<file path="src/lrcf_pkg.sv">
`timescale 1ns / 1ps

package lrcf_pkg;

    // Ring geometry
    localparam int RING_PIXELS = 60;
    localparam int HALF_RING   = RING_PIXELS / 2;
    localparam int POS_W       = 6;
    localparam int HOURS_HALF  = 12;

    // Fade
    localparam int DEF_FADE_STEPS = 16;
    localparam int MS_PER_SEC     = 1000;
    localparam int RECIP_SHIFT    = 20;   // fixed-point shift for divide-by-constant

    // Shade endpoints (value = base +/- step * span / FADE_STEPS)
    localparam int SHADE_FAR_LO = 10;
    localparam int SHADE_MID    = 128;
    localparam int SHADE_FULL   = 255;
    localparam int SPAN_FAR     = 118;
    localparam int SPAN_NEAR    = 127;

    // Field widths
    localparam int HOUR_W  = 5;
    localparam int MS_W    = 10;
    localparam int COLOR_W = 24;
    localparam int CHAN_W  = 8;
    localparam int CFG_IDX_W = 3;

    localparam int S_TDATA_W = 40;
    localparam int M_TDATA_W = 24;

    // Register indexes
    localparam logic [CFG_IDX_W-1:0] CFG_MINUTE_COLOR     = 3'd0;
    localparam logic [CFG_IDX_W-1:0] CFG_HOUR_COLOR       = 3'd1;
    localparam logic [CFG_IDX_W-1:0] CFG_HOUR_TRAIL_COLOR = 3'd2;
    localparam logic [CFG_IDX_W-1:0] CFG_SECOND_COLOR     = 3'd3;
    localparam logic [CFG_IDX_W-1:0] CFG_MOUNT_BOTTOM     = 3'd4;

    // Register reset values
    localparam logic [COLOR_W-1:0] RST_MINUTE_COLOR     = 24'h00FF00;
    localparam logic [COLOR_W-1:0] RST_HOUR_COLOR       = 24'hFF0000;
    localparam logic [COLOR_W-1:0] RST_HOUR_TRAIL_COLOR = 24'h7F0000;
    localparam logic [COLOR_W-1:0] RST_SECOND_COLOR     = 24'h0000FF;

    // What the second hand paints on a pixel
    typedef enum logic [2:0] {
        SEC_NONE,
        SEC_DOT,
        SEC_AHEAD2,
        SEC_AHEAD1,
        SEC_BEHIND1,
        SEC_BEHIND2
    } t_sec_kind;

    typedef struct packed {
        logic [COLOR_W-1:0] base;   // color before the second hand
        t_sec_kind          kind;
    } t_loc;

    // x in 0..119 -> x mod 60
    function automatic logic [POS_W-1:0] ring_wrap(input logic [6:0] x);
        logic [6:0] y;
        y = (x >= 7'(RING_PIXELS)) ? x - 7'(RING_PIXELS) : x;
        return y[POS_W-1:0];
    endfunction

    // rotate by half the ring for bottom mounting
    function automatic logic [POS_W-1:0] ring_place(input logic [POS_W-1:0] x,
                                                    input logic mb);
        return mb ? ring_wrap(7'(x) + 7'(HALF_RING)) : x;
    endfunction

    // (p - q) mod 60
    function automatic logic [POS_W-1:0] ring_dist(input logic [POS_W-1:0] p,
                                                   input logic [POS_W-1:0] q);
        return ring_wrap(7'(p) + 7'(RING_PIXELS) - 7'(q));
    endfunction

    // floor(x / 12) for x <= 65, by 43/512
    function automatic logic [2:0] div12(input logic [6:0] x);
        logic [11:0] prod;
        prod = 12'(x) * 12'd43;
        return prod[11:9];
    endfunction

    function automatic logic [COLOR_W-1:0] cyan(input logic [CHAN_W-1:0] v);
        return {8'h00, v, v};
    endfunction

endpackage

</file>
<file path="src/led_ring_clock_face_pixel_core.sv">
`timescale 1ns / 1ps

// Clock face pixel core for a 60-LED ring.
// Slave stream: one transaction carries the time of day and one ring position;
// master stream: one transaction returns that position's red/green/blue.
// Minute, hour (with trail on black neighbors) and second hand (with four faded
// cyan neighbors driven by the milliseconds) are composed per pixel.
// Config: write-only port, i_cfg_wr_en with i_cfg_index / i_cfg_data; takes
// effect at the next clock edge. Write only while no transaction is in flight.
// Pipeline: input register -> locate (positions, fade-step multiply) ->
// shade (two fade multiplies, color select) -> output register.
// An accepted item moves through the input, locate and output registers in
// turn; master tvalid rises when the output register takes it.
// Throughput: one pixel per cycle while the master side keeps taking results,
// set by the three-stage pipeline with at most one multiplier level per stage.
// Stall: each stage loads when it is empty or its successor moves, so the input
// keeps accepting while empty stages remain behind a held result; after three
// items back up, o_s_axis_tready drops until the master side takes a result.
// Reset (synchronous, active low): pipeline emptied, colors return to
// green minute, red hour, dark red trail, blue second, top mounting.
module led_ring_clock_face_pixel_core #(
    parameter int FADE_STEPS = lrcf_pkg::DEF_FADE_STEPS
) (
    input  logic                           i_clk,
    input  logic                           i_rst_n,
    // slave stream
    input  logic                           i_s_axis_tvalid,
    output logic                           o_s_axis_tready,
    // [4:0] hour_of_day, [10:5] minute_now, [16:11] second_now,
    // [26:17] milli_now, [32:27] pixel_index, [39:33] zero
    input  logic [lrcf_pkg::S_TDATA_W-1:0] i_s_axis_tdata,
    // master stream
    output logic                           o_m_axis_tvalid,
    input  logic                           i_m_axis_tready,
    // [7:0] red, [15:8] green, [23:16] blue
    output logic [lrcf_pkg::M_TDATA_W-1:0] o_m_axis_tdata,
    // config write port
    input  logic                           i_cfg_wr_en,
    input  logic [lrcf_pkg::CFG_IDX_W-1:0] i_cfg_index,
    input  logic [lrcf_pkg::COLOR_W-1:0]   i_cfg_data
);
    import lrcf_pkg::*;

    localparam int STEP_W = (FADE_STEPS > 1) ? $clog2(FADE_STEPS) : 1;
    localparam int ITEM_W = 33;

    // config registers
    logic [COLOR_W-1:0] r_minute_color, r_hour_color, r_hour_trail_color, r_second_color;
    logic               r_mount_bottom;

    always_ff @(posedge i_clk) begin
        if (!i_rst_n) begin
            r_minute_color     <= RST_MINUTE_COLOR;
            r_hour_color       <= RST_HOUR_COLOR;
            r_hour_trail_color <= RST_HOUR_TRAIL_COLOR;
            r_second_color     <= RST_SECOND_COLOR;
            r_mount_bottom     <= 1'b0;
        end else if (i_cfg_wr_en) begin
            case (i_cfg_index)
                CFG_MINUTE_COLOR:     r_minute_color     <= i_cfg_data;
                CFG_HOUR_COLOR:       r_hour_color       <= i_cfg_data;
                CFG_HOUR_TRAIL_COLOR: r_hour_trail_color <= i_cfg_data;
                CFG_SECOND_COLOR:     r_second_color     <= i_cfg_data;
                CFG_MOUNT_BOTTOM:     r_mount_bottom     <= i_cfg_data[0];
                default:              ;  // unknown index: ignored
            endcase
        end
    end

    // pipeline stages
    logic              r_in_valid, r_loc_valid, r_out_valid;
    logic [ITEM_W-1:0] r_in_item;
    t_loc              r_loc;
    logic [STEP_W-1:0] r_step;
    logic [COLOR_W-1:0] r_out_color;

    t_loc               n_loc;
    logic [STEP_W-1:0]  n_step;
    logic [COLOR_W-1:0] n_color;

    logic rdy_out, rdy_loc, rdy_in;

    // a stage loads when empty or when its contents move on
    assign rdy_out = !r_out_valid || i_m_axis_tready;
    assign rdy_loc = !r_loc_valid || rdy_out;
    assign rdy_in  = !r_in_valid  || rdy_loc;

    assign o_s_axis_tready = rdy_in;
    assign o_m_axis_tvalid = r_out_valid;
    assign o_m_axis_tdata  = {r_out_color[7:0], r_out_color[15:8], r_out_color[23:16]};

    always_ff @(posedge i_clk) begin
        if (!i_rst_n) begin
            r_in_valid  <= 1'b0;
            r_loc_valid <= 1'b0;
            r_out_valid <= 1'b0;
        end else begin
            if (rdy_in)  r_in_valid  <= i_s_axis_tvalid;
            if (rdy_loc) r_loc_valid <= r_in_valid;
            if (rdy_out) r_out_valid <= r_loc_valid;
        end
    end

    always_ff @(posedge i_clk) begin
        if (rdy_in && i_s_axis_tvalid) begin
            r_in_item <= i_s_axis_tdata[ITEM_W-1:0];
        end
        if (rdy_loc && r_in_valid) begin
            r_loc  <= n_loc;
            r_step <= n_step;
        end
        if (rdy_out && r_loc_valid) begin
            r_out_color <= n_color;
        end
    end

    lrcf_locate #(
        .FADE_STEPS (FADE_STEPS)
    ) u_locate (
        .i_hour             (r_in_item[4:0]),
        .i_minute           (r_in_item[10:5]),
        .i_second           (r_in_item[16:11]),
        .i_milli            (r_in_item[26:17]),
        .i_pixel            (r_in_item[32:27]),
        .i_minute_color     (r_minute_color),
        .i_hour_color       (r_hour_color),
        .i_hour_trail_color (r_hour_trail_color),
        .i_mount_bottom     (r_mount_bottom),
        .o_loc              (n_loc),
        .o_step             (n_step)
    );

    lrcf_shade #(
        .FADE_STEPS (FADE_STEPS)
    ) u_shade (
        .i_loc          (r_loc),
        .i_step         (r_step),
        .i_second_color (r_second_color),
        .o_color        (n_color)
    );

`ifndef NO_ASSERTIONS
    // a held middle stage keeps its contents
    a_loc_hold: assert property (@(posedge i_clk) disable iff (!i_rst_n)
        r_loc_valid && !rdy_out |=> r_loc_valid && $stable(r_loc) && $stable(r_step))
        else $error("locate stage changed while stalled");

    // fade step never reaches FADE_STEPS
    a_step_range: assert property (@(posedge i_clk) disable iff (!i_rst_n)
        r_loc_valid |-> (32'(r_step) <= 32'(FADE_STEPS - 1)))
        else $error("fade step out of range");

    // input only backs up when every stage is full
    a_full_stall: assert property (@(posedge i_clk) disable iff (!i_rst_n)
        !o_s_axis_tready |-> r_in_valid && r_loc_valid && r_out_valid && !i_m_axis_tready)
        else $error("input stalled with an empty stage");

    // an accepted item reaches the locate stage on the next edge when unblocked
    a_advance: assert property (@(posedge i_clk) disable iff (!i_rst_n)
        r_in_valid && rdy_loc |=> r_loc_valid)
        else $error("item lost between stages");
`endif

endmodule

</file>
<file path="src/lrcf_locate.sv">
`timescale 1ns / 1ps

module lrcf_locate #(
    parameter int FADE_STEPS = lrcf_pkg::DEF_FADE_STEPS,
    localparam int STEP_W = (FADE_STEPS > 1) ? $clog2(FADE_STEPS) : 1
) (
    input  logic [lrcf_pkg::HOUR_W-1:0]  i_hour,
    input  logic [lrcf_pkg::POS_W-1:0]   i_minute,
    input  logic [lrcf_pkg::POS_W-1:0]   i_second,
    input  logic [lrcf_pkg::MS_W-1:0]    i_milli,
    input  logic [lrcf_pkg::POS_W-1:0]   i_pixel,
    input  logic [lrcf_pkg::COLOR_W-1:0] i_minute_color,
    input  logic [lrcf_pkg::COLOR_W-1:0] i_hour_color,
    input  logic [lrcf_pkg::COLOR_W-1:0] i_hour_trail_color,
    input  logic                         i_mount_bottom,
    output lrcf_pkg::t_loc               o_loc,
    output logic [STEP_W-1:0]            o_step
);
    import lrcf_pkg::*;

    // step = floor(ms * F / 1000) as ms * ceil(F * 2^S / 1000) >> S
    localparam longint STEP_MUL =
        (longint'(FADE_STEPS) * (longint'(1) << RECIP_SHIFT) + longint'(MS_PER_SEC) - 1)
        / longint'(MS_PER_SEC);
    localparam int STEP_MUL_W = $clog2(STEP_MUL + 1);
    localparam int PROD_W     = MS_W + STEP_MUL_W;

    logic [3:0]        h12;
    logic [POS_W-1:0]  m60, s60;
    logic [6:0]        hraw;
    logic [POS_W-1:0]  hp, mp, sp, dh, ds;
    logic              on_hour, on_min, near_hour;
    logic [COLOR_W-1:0] color;
    t_sec_kind         kind;
    logic [PROD_W-1:0] prod, raw;

    always_comb begin
        if (i_hour >= 5'd24) begin
            h12 = 4'(i_hour - 5'd24);
        end else if (i_hour >= 5'(HOURS_HALF)) begin
            h12 = 4'(i_hour - 5'(HOURS_HALF));
        end else begin
            h12 = i_hour[3:0];
        end
        m60  = ring_wrap(7'(i_minute));
        s60  = ring_wrap(7'(i_second));
        // (60h + m + 6) / 12 = 5h + (m + 6) / 12, at most 60
        hraw = 7'(h12) * 7'd5 + 7'(div12(7'(m60) + 7'd6));
        hp   = ring_place(ring_wrap(hraw), i_mount_bottom);
        mp   = ring_place(m60, i_mount_bottom);
        sp   = ring_place(s60, i_mount_bottom);
        dh   = ring_dist(i_pixel, hp);
        ds   = ring_dist(i_pixel, sp);

        on_hour   = (i_pixel == hp);
        on_min    = (i_pixel == mp);
        near_hour = (dh == 6'd1) || (dh == 6'(RING_PIXELS - 1));

        color = '0;
        if (on_min) begin
            color = i_minute_color;
        end
        if (on_hour) begin
            color = i_hour_color;
        end else if (near_hour && (color == '0)) begin
            color = i_hour_trail_color;
        end

        kind = SEC_NONE;
        if (!on_hour && !on_min) begin
            if (ds == 6'd0) begin
                kind = SEC_DOT;
            end else if (ds == 6'd2) begin
                kind = SEC_AHEAD2;
            end else if (ds == 6'd1) begin
                kind = SEC_AHEAD1;
            end else if (ds == 6'(RING_PIXELS - 1)) begin
                kind = SEC_BEHIND1;
            end else if (ds == 6'(RING_PIXELS - 2)) begin
                kind = SEC_BEHIND2;
            end
        end

        // positions 60..63 are off the ring: black, no second hand
        if (i_pixel >= 6'(RING_PIXELS)) begin
            color = '0;
            kind  = SEC_NONE;
        end
    end

    assign o_loc = '{base: color, kind: kind};

    // fade step, saturating for ms beyond 999
    assign prod = PROD_W'(i_milli) * PROD_W'(STEP_MUL);
    assign raw  = prod >> RECIP_SHIFT;
    assign o_step = (raw >= PROD_W'(FADE_STEPS)) ? STEP_W'(FADE_STEPS - 1) : raw[STEP_W-1:0];

endmodule

</file>
<file path="src/lrcf_shade.sv">
`timescale 1ns / 1ps

module lrcf_shade #(
    parameter int FADE_STEPS = lrcf_pkg::DEF_FADE_STEPS,
    localparam int STEP_W = (FADE_STEPS > 1) ? $clog2(FADE_STEPS) : 1
) (
    input  lrcf_pkg::t_loc               i_loc,
    input  logic [STEP_W-1:0]            i_step,
    input  logic [lrcf_pkg::COLOR_W-1:0] i_second_color,
    output logic [lrcf_pkg::COLOR_W-1:0] o_color
);
    import lrcf_pkg::*;

    // step * span / F as step * ceil(span * 2^S / F) >> S; exact for step < F <= 1000
    localparam longint MUL_FAR =
        (longint'(SPAN_FAR) * (longint'(1) << RECIP_SHIFT) + longint'(FADE_STEPS) - 1)
        / longint'(FADE_STEPS);
    localparam longint MUL_NEAR =
        (longint'(SPAN_NEAR) * (longint'(1) << RECIP_SHIFT) + longint'(FADE_STEPS) - 1)
        / longint'(FADE_STEPS);
    localparam int FAR_W  = STEP_W + $clog2(MUL_FAR + 1);
    localparam int NEAR_W = STEP_W + $clog2(MUL_NEAR + 1);

    logic [FAR_W-1:0]  prod_far;
    logic [NEAR_W-1:0] prod_near;
    logic [6:0]        q_far, q_near;

    assign prod_far  = FAR_W'(i_step) * FAR_W'(MUL_FAR);
    assign prod_near = NEAR_W'(i_step) * NEAR_W'(MUL_NEAR);
    assign q_far     = prod_far[RECIP_SHIFT +: 7];
    assign q_near    = prod_near[RECIP_SHIFT +: 7];

    always_comb begin
        case (i_loc.kind)
            SEC_NONE:    o_color = i_loc.base;
            SEC_DOT:     o_color = i_second_color;
            SEC_AHEAD2:  o_color = cyan(8'(SHADE_FAR_LO) + 8'(q_far));
            SEC_AHEAD1:  o_color = cyan(8'(SHADE_MID) + 8'(q_near));
            SEC_BEHIND1: o_color = cyan(8'(SHADE_FULL) - 8'(q_near));
            SEC_BEHIND2: o_color = cyan(8'(SHADE_MID) - 8'(q_far));
            default:     o_color = i_loc.base;
        endcase
    end

endmodule
</file>
<file path="config.mk">
export PLATFORM = sky130hd
export DESIGN_NAME = led_ring_clock_face_pixel_core
export DESIGN_NICKNAME = d
export VERILOG_FILES = /design/src/lrcf_pkg.sv /design/src/led_ring_clock_face_pixel_core.sv /design/src/lrcf_locate.sv /design/src/lrcf_shade.sv
export SDC_FILE = /design/constraint.sdc
export NUM_CORES = 1
export LEC_CHECK = 0
export ABC_AREA = 1
export ABC_CLOCK_PERIOD_IN_PS = 12600
export BUFFER_PORTS_ARGS = -buffer_cell sky130_fd_sc_hd__buf_2
export CORE_MARGIN = 2
export CORE_UTILIZATION = 62
export DETAILED_ROUTE_END_ITERATION = 10
export PLACE_DENSITY = 0.88
export SYNTH_ARGS = -nofsm -noshare
export SYNTH_HDL_FRONTEND = slang
export SYNTH_SLANG_ARGS = --single-unit
</file>
<file path="constraint.sdc">
create_clock -name i_clk -period 12.6 [get_ports i_clk]
set_input_delay 2.52 -clock i_clk [delete_from_list [all_inputs] [get_ports i_clk]]
set_output_delay 2.52 -clock i_clk [all_outputs]
set_load 0.01 [all_outputs]
</file>
Word level (Yosys, flattened, before mapping)
Index checks and enable logic that the tools add are counted.
{"block": "word_totals", "register_bits": 188}
{"block": "op_classes", "eq_ne": 17, "reduce_logical": 25, "n_bitwise": 1, "n_lt_le_gt_ge": 12, "n_addsub": 22, "mul": 5, "muxes": 22}
{"operator": "$pmux W24 S5", "count": 1}
{"operator": "$mux W24", "count": 3}
{"operator": "$mux W6", "count": 11}
{"operator": "$sub A6 B6 Y6 const B", "count": 8}
{"operator": "$ge A7 B6 Y1 const B", "count": 6}
{"operator": "$logic_not A24 Y1", "count": 1}
{"operator": "$mul A10 B14 Y24 const B", "count": 1}
{"operator": "$add A6 B5 Y7 const B", "count": 3}
{"operator": "$eq A6 B6 Y1 const B", "count": 3}
{"operator": "$ge A6 B6 Y1 const B", "count": 3}
{"operator": "$sub A8 B7 Y8 const A", "count": 2}
{"operator": "$sub A7 B6 Y7", "count": 2}
{"operator": "$eq A3 B2 Y1 const B", "count": 4}
{"operator": "$eq A6 B1 Y1 const B", "count": 2}
{"operator": "$eq A6 B6 Y1", "count": 2}
{"operator": "$mul A7 B6 Y12 const B", "count": 1}
{"operator": "$mul A4 B7 Y11 const B", "count": 1}
{"operator": "$ge A5 B5 Y1 const B", "count": 2}
{"operator": "$mul A4 B6 Y10 const B", "count": 1}
{"operator": "$reduce_and A2 Y1", "count": 5}
{"operator": "$eq A3 B3 Y1 const B", "count": 3}
{"operator": "$add A4 B7 Y8 const A", "count": 1}
{"operator": "$add A8 B7 Y8 const A", "count": 1}
{"operator": "$mux W4", "count": 2}
{"operator": "other kinds (20)", "count": 35}

Longest topological paths before layout
Gate-level depths: netlist of the first run.
{"block": "logic_depth", "depth_word": 19, "mapped_depth": 78, "ltp_nobuf": 78}

By module
Synthesis of the first run repeated with hierarchy kept, for this count alone.
{"block": "hier_totals", "hier_cells": 1779, "hier_area_um2": 13671.9}
{"mod": "led_ring_clock_face_pixel_core", "instances": 1, "seq_area_each_um2": 4644.5, "area_each_um2": 6596.3, "cells_each": 642}
{"mod": "lrcf_locate", "instances": 1, "seq_area_each_um2": 0.0, "area_each_um2": 5233.8, "cells_each": 822}
{"mod": "lrcf_shade", "instances": 1, "seq_area_each_um2": 0.0, "area_each_um2": 1841.8, "cells_each": 315}

Worst setup path after synthesis of the first run
No wires, ideal clock.
{"block": "synth_path", "path_type": "reg-to-reg", "from": "register r_in_item[7]", "to": "register r_loc[14] (netlist name), data pin", "required_ps": 12347, "setup_ps": 253, "n_path_buf": 1, "arrival_ps": 9190, "stages_incl_launch_ff": 72, "period_less_slack_ps": 9444, "slack_ps": 3156, "path_cell_list": "edfxtp_1 -> ha_1 -> nand3_1 -> o21ai_2 -> inv_1 -> nand2_1 -> o21a_2 -> nand2_2 -> nand2_1 -> nor2_1 -> inv_1 -> nor2_1 -> inv_1 -> nand2_1 -> inv_1 -> ha_1 -> inv_1 -> fa_1 -> [... 36 more ...] -> inv_1 -> ha_1 -> inv_1 -> o32ai_1 -> nand2_1 -> inv_1 -> nand3_2 -> nand3_2 -> nand2_1 -> nand2_1 -> nand4_1 -> nand2_2 -> nand2_4 -> buf_6 -> nand2_1 -> nand2_1 -> o21bai_1 -> inv_1"}
{"block": "synth_via", "elab_chain_cells": 19}
{"item": "start: declaration", "line": "led_ring_clock_face_pixel_core.sv:72", "text": "logic [ITEM_W-1:0] r_in_item;"}
{"item": "start signal: assignment", "line": "led_ring_clock_face_pixel_core.sv:106", "text": "r_in_item <= i_s_axis_tdata[ITEM_W-1:0];"}
{"item": "$sub A6 B6 Y6 or $ge A6 B6 Y1 (tied branches)", "line": "lrcf_pkg.sv:64", "text": "y = (x >= 7'(RING_PIXELS)) ? x - 7'(RING_PIXELS) : x;"}
{"item": "$mux W6 (*)", "line": "lrcf_pkg.sv:64"}
{"item": "$add A6 B3 Y7", "line": "lrcf_locate.sv:48", "text": "hraw = 7'(h12) * 7'd5 + 7'(div12(7'(m60) + 7'd6));"}
{"item": "$mul A7 B6 Y12", "line": "lrcf_pkg.sv:83", "text": "prod = 12'(x) * 12'd43;"}
{"item": "$add A7 B3 Y7", "line": "lrcf_locate.sv:48"}
{"item": "$sub A6 B6 Y6 or $ge A7 B6 Y1 (tied branches)", "line": "lrcf_pkg.sv:64"}
{"item": "$mux W6", "line": "lrcf_pkg.sv:64"}
{"item": "$add A6 B5 Y7", "line": "lrcf_pkg.sv:71", "text": "return mb ? ring_wrap(7'(x) + 7'(HALF_RING)) : x;"}
{"item": "[... 3 more ...]"}
{"item": "$sub A7 B6 Y7", "line": "lrcf_pkg.sv:77", "text": "return ring_wrap(7'(p) + 7'(RING_PIXELS) - 7'(q));"}
{"item": "$sub A6 B6 Y6 or $ge A7 B6 Y1 (tied branches)", "line": "lrcf_pkg.sv:64"}
{"item": "$mux W6", "line": "lrcf_pkg.sv:64"}
{"item": "$eq A6 B1 Y1 or $eq A6 B6 Y1 (tied branches)", "line": "lrcf_locate.sv:57", "text": "near_hour = (dh == 6'd1) || (dh == 6'(RING_PIXELS - 1));"}
{"item": "$logic_or A1 B1 Y1", "line": "lrcf_locate.sv:57"}
{"item": "$logic_and A1 B1 Y1", "line": "lrcf_locate.sv:65", "text": "end else if (near_hour && (color == '0)) begin"}
{"item": "$mux W24", "line": "lrcf_locate.sv:65"}
{"item": "$mux W24 (*)", "line": "lrcf_locate.sv:63", "text": "if (on_hour) begin"}
{"item": "end signal: assignment", "line": "led_ring_clock_face_pixel_core.sv:109", "text": "r_loc <= n_loc;"}
{"item": "end: declaration", "line": "led_ring_clock_face_pixel_core.sv:73", "text": "t_loc r_loc;"}
Every way passes the cells marked *; elsewhere a longest branch is shown, timed or not.
A chain may end at the register's enable or synchronous reset.

Worst setup path after layout of the first run
{"block": "layout_path", "from": "register r_in_item[7]", "to": "register r_loc[9] (netlist name), data pin"}
The elaborated chain is that of the path after synthesis.

==> results.ini, run 1 <==
[synthesis]
yosys_warnings = 0
syn_nets = 1871
synth_edf_count = 88
synth_area_mm2 = 0.0129
synthCells = 1626
synth_cell_types = 54
synth_seq_cells = 188
yosysSeqAreaShare_pct = 35.9
postSynth.asyncResetShare_pct = 0
syn_avg_cell_area_um2 = 7.95
synthFlopType = dfxtp_1

[worst_setup_path]
path_max_fanout = 32
cp-end-kind = flop
crit_path_frequent_cell = inv_1
cp_data_required_time_ns = 12.83
critPathLaunchType = flop
cp_slowest_stage_delay_ns = 0.62
worstPathArrival_ns = 11.59
worstSetupPathType = flop to flop
crit_path_top_delay_cell = fa_1

[clock_network]
numCtsBuffers = 17
cts_setup_buffers = 0
cts_max_level = 4
cts_tree = yes
path_clk_slew_ns = 0.08
cts_root_buf = clkbuf_16
cts_sinks = 188
cts_buffer_depth = 2
clk_latency_ns = 0.45
hold_buffers = 0
ctsResizeCount = 0

[timing]
skew_ns = 0.0109
worst_slew_pin_slew_ns = 1.25
post-route-period-util_pct = 90.1
fmax_mhz = 88.1
setup_tns_ns = 0
hold_ws_ns = 0.451
period_minus_slack_ns = 11.35
relSlewSlack_pct = 16.7
finalSetupViolations = 0
hold_viol = 0
maxSlewViolCount = 0
rsz0062_at_grt = false

[detailed_routing]
drcViolationCount = 0
routedWlPerCell_um = 15.4
drt_wl_total_um = 30600
dr.pass1.iters = 6
vias = 11200
routed_via_density = 5.67
drt_iter0_drc = 1186
final_antenna_net_count = 0

[pwr]
p_int_mw = 1.50
combPwrFrac_pct = 53.9
ir_drop_mv = 0.122
clock_power_share_pct = 19.7
power_frac_seq_pct = 26.4
power.density_mw_per_mm2 = 194
power_mw = 2.76
power_switching_mw = 1.26
swShare_pct = 45.7
p_leak_nw = 7.05

[placement]
portBuffers = 90
place.gp.congestion = 0.872
placed_area_mm2 = 0.0136
hpwl_um = 22000

[floorplan]
die_y_um = 148
start_util_pct = 63.5
die_w_um = 148
core_area_mm2 = 0.0204
top_level_ports = 98
dieArea_mm2 = 0.0220
rows = 52

[layout]
area_growth_pct = 9.76
drive_gt1_share_pct = 10.4
layout_common_cells = 296 x nand2_1, 265 x inv_1, 156 x nor2_1
postLayoutCellArea_mm2 = 0.0142
final_util_pct = 69.7
fin_nets = 1941
final_common_cell = nand2_1

[job]
maxCapViolations = 0

[status]
outcome = finished, final reports clean

[global_route]
grtUsageTotal_pct = 28.5
grt_max_degree = 99
antenna_found_initial = 10
grt_overflow = 0
grt_pass1_wl_um = 50600
grt_pass1_vias = 10700

[worst_hold_path]
hold_class = flop to flop

## sequential cells by signal, summed over array words and instances, names as in the netlist
signal and cells:
r_in_item 33, r_mount_bottom 1, r_loc_valid 1, r_step 4, r_in_valid 1, r_hour_trail_color 24, r_loc 27, o_m_axis_tvalid 1
r_out_color 24, r_hour_color 24, r_minute_color 24, r_second_color 24
## worst paths after layout
path	cells past startpoint	slack, ns	to	startpoint
setup / recovery	67	1.25	r_loc[9]	r_in_item[7]
hold reg to reg	2	0.45	r_second_color[17]	r_second_color[17]
hold / removal	2	0.45	r_second_color[17]	r_second_color[17]
setup reg to reg	67	1.25	r_loc[9]	r_in_item[7]
## logic make-up (layout without fill, tap and decap cells)
logic type,Yosys count,after routing,synth area share [%]
muxes,1,1,0.0774
adders and majority gates,173,173,18.5
xor gates and xnor gates,43,43,2.91
AOI/OAI and AO/OA,264,264,11.7
and+or+nand+nor,643,643,21.5
other,0,6,0
buffers and inverters,314,397,9.44
DFF,188,188,35.9
## stage by stage
step	setup slack, ns	cells
CTS	1.41	1979
detailed placement	1.43	1947
global route	0.306	1985
global placement	1.75	1947
finish	1.25	1985
floorplan	3.16	1626
## layout make-up
class	count	area (um2)
Inverter	268	1010
Timing Repair Buffer	97	503
Antenna cell	6	15.0
Clock buffer	17	425
Multi-Input combinational cell	1124	7070
Fill cell	1518	6180
Clock inverter	15	185
Tap cell	270	338
Sequential cell	188	4640
## layer usage
layer  up-vias  part of all wire [%]  routed length, um  global-route usage, %
li1       5489                     -                  -                      -
met3        63                   8.1               2470                   5.55
met4         8                   2.8                851                   10.9
met1      5219                    41              12600                   36.6
met5         -                  0.17                 52                      0
met2       468                    48              14600                   48.0
## power by group through the flow
stage / Combinational, mW / Clock, mW / Sequential [mW]
detailed placement: 1.45 / 0 / 0.740
global route: 1.70 / 0.573 / 0.731
global placement: 1.39 / 0 / 0.739
finish: 1.49 / 0.543 / 0.728
CTS: 1.46 / 0.544 / 0.727
floorplan: 1.17 / 0 / 0.734
## synth_stat cells (all sizes together) (3+ instances only)
cell	number	area, um2
edfxtp	88	2640
nor4	3	18.8
inv	267	1000
nand3	133	706
clkbuf	33	124
o211ai	17	133
nand2	313	1220
fa	30	601
dfxtp	100	2000
nand4	6	37.5
buf	13	90.1
o41ai	5	43.8
a31oi	6	37.5
nor3	10	61.3
a21oi	77	385
xor2	31	272
a221oi	5	43.8
o22ai	3	18.8
ha	143	1790
a211oi	3	22.5
nor2	163	629
xnor2	12	105
or2	7	43.8
o21ai	123	619
o21bai	12	101
nand3b	3	22.5
a21o	4	30.0
## critical path: cells and delay by family (launching register included)
family / cells / cell delay [ns]
AOI/OAI and AO/OA: 10 / 1.88
xor gates and xnor gates: 3 / 0.62
adders and majority gates: 10 / 3.48
buffers and inverters: 14 / 1.17
DFF: 1 / 0.44
and+or+nand+nor: 30 / 3.54
Note: power is estimated with default switching activity, not from simulation.
==> run 2: changes to the inputs <==
- CORE_ASPECT_RATIO: unset -> 1.75
- SYNTH_HIERARCHICAL: unset -> 1
==> run 2 against run 1 <==
Against the previous run:
- highest routed layer is now met4
- combinational power is 21% higher
- synthesized area grew 5.8%
- maximum frequency is 2.0% lower
- clock skew down 0.0050 ns
- total power grew 13%
- die area grew 5.8%
- cell area grew 5.2%
==> results.ini, run 2 <==
[clock_network]
path_clk_slew_ns = 0.07
hold_buffers = 0
numCtsBuffers = 17
cts_root_buf = clkbuf_16
cts_setup_buffers = 0
clk_latency_ns = 0.46
ctsResizeCount = 0
cts_buffer_depth = 2
cts_max_level = 4
cts_sinks = 188
cts_tree = yes

[pwr]
power_mw = 3.13
power.density_mw_per_mm2 = 210
ir_drop_mv = 0.188
p_leak_nw = 7.42

[detailed_routing]
drcViolationCount = 0
final_antenna_net_count = 0
routed_via_density = 5.63
routedWlPerCell_um = 15.6
drt_iter0_drc = 1224
vias = 12100
drt_wl_total_um = 33600
dr.pass1.iters = 5

[synthesis]
synth_cell_types = 53
synth_fa_ha_area_share_pct = 17.6
syn_nets = 2027
syn_avg_cell_area_um2 = 7.69
synthCells = 1779
yosysSeqAreaShare_pct = 34.0
synth_compound_area_share_pct = 7.75
synth-simple-area-share_pct = 28.3
postSynth.asyncResetShare_pct = 0
synthMostInstantiatedCell = nand2_1
synth_commonest_cells = 398 x nand2_1, 266 x inv_1, 181 x nor2_1
synthFlopType = dfxtp_1
synth_edf_count = 88
ys_top_cells_by_area = edfxtp_1 19%, dfxtp_1 15%, ha_1 14%, nand2_1 11%, inv_1 7.3%
yosys_warnings = 6
synth_area_mm2 = 0.0137
synth.largest_area_cell = edfxtp_1
synth_mux_area_share_pct = 0
synth_seq_cells = 188
synth_top_family_by_area = simple AND/OR/NAND/NOR gates
synth-xor-area-share_pct = 2.75
netlist.area_leader.share_pct = 19.3

[layout]
fin_nets = 2092
largest_reg_flops = 33
final_common_cell = nand2_1
drive_gt1_share_pct = 11.2
area_growth_pct = 9.12
regMostFlops = r_in_item
layout_common_cells = 398 x nand2_1, 266 x inv_1, 180 x nor2_1
largest_registers = r_in_item (33), r_loc (27)
stdcell_count = 2153

[timing]
relSlewSlack_pct = 20.0
hold_ws_ns = 0.463
finalSetupViolations = 0
maxSlewViolCount = 0
fmax_mhz = 86.3
post-route-period-util_pct = 92.0
hold_viol = 0
rsz0062_at_grt = false
setup_tns_ns = 0
period_minus_slack_ns = 11.59
skew_ns = 0.00591
finalWorstSetupSlack_ns = 1.01
worst_slew_pin_slew_ns = 1.20

[floorplan]
die_w_um = 116
dieArea_mm2 = 0.0233
die_y_um = 200
rows = 71
start_util_pct = 63.3
top_level_ports = 98
core_area_mm2 = 0.0216

[worst_setup_path]
cp_data_required_time_ns = 12.82
path_max_fanout = 14
worstSetupPathType = flop to flop
critPathLaunchType = flop
path_delay_family = simple AND/OR/NAND/NOR gates
cp-end-kind = flop
worstPathArrival_ns = 11.80
crit_path_top_delay_cell = fa_1
cp_slowest_stage_delay_ns = 0.52
cp_num_buf_inv = 14
crit_path_frequent_cell = nand2_1

[placement]
place.gp.congestion = 0.927
portBuffers = 90
hpwl_um = 24800
pre_cts_ws_ns = 1.54
dp_cells = 2117

[global_route]
grt_max_degree = 99
grtUsageTotal_pct = 30.4
grt_pass1_wl_um = 56000
antenna_found_initial = 3
grt_overflow = 0
grt_pass1_vias = 12300

[status]
outcome = finished, final reports clean

[job]
maxCapViolations = 0

[worst_hold_path]
hold_class = flop to flop

## run 2: final timing paths
check        slack [ns]  depth (start not counted)              startpoint                endpoint
min reg2reg        0.46                          2  r_hour_trail_color[21]  r_hour_trail_color[21]
max reg2reg        1.01                         70            r_in_item[7]               r_loc[24]
max                1.01                         70            r_in_item[7]               r_loc[24]
min                0.46                          2  r_hour_trail_color[21]  r_hour_trail_color[21]
## run 2: area by class of cell
cell class	instances	area (um2)
sequential	188	4640
timing repair buffer	95	488
tap	292	365
clock buffer	19	454
fill	1674	6670
multi-input combinational	1262	7720
inverter	280	1050
clock inverter	13	181
antenna	4	10.0
## run 2: cell families after synthesis
| logic type | count (synthesis) |
|---|---|
| buffers and inverters | 329 |
| flip-flops | 188 |
| XOR/XNOR | 42 |
| AO/OA/AOI/OAI | 185 |
| AND/OR/NAND/NOR | 859 |
| adder cells (fa/ha/maj) | 176 |
## run 2: worst register-to-register path, delay by kind of cell, from the launching register on
family	cells	cell delay [ns]
AOI/OAI and AO/OA	11	2.10
buffers and inverters	14	1.27
and+or+nand+nor	32	3.68
adders and majority gates	11	3.45
DFF	1	0.45
xor gates and xnor gates	2	0.38
## run 2: report_power, final
group          leakage [nW]  switching (mW)  internal (mW)  total, mW
registers              1.66          0.0257          0.716      0.741
clock network         0.310           0.251          0.330      0.581
logic                  5.45            1.17          0.635       1.81
total                  7.42            1.45           1.68       3.13
## run 2: routing by layer
metal / vias up / GRT usage (%) / wire length, um
met3: 158 / 6.82 / 1930
met5: - / 0 / 0
met2: 493 / 53.8 / 17700
met4: 0 / 19.1 / 1980
li1: 5889 / - / -
met1: 5581 / 31.4 / 11900
## run 2: through the flow
stage | area [um2] | utilization [%]
finish | 14900 | 69.1
global route | 14900 | 69.1
CTS | 14900 | 69.1
detailed placement | 14300 | 66.1
global placement | 14300 | 66.1
floorplan | 13700 | -
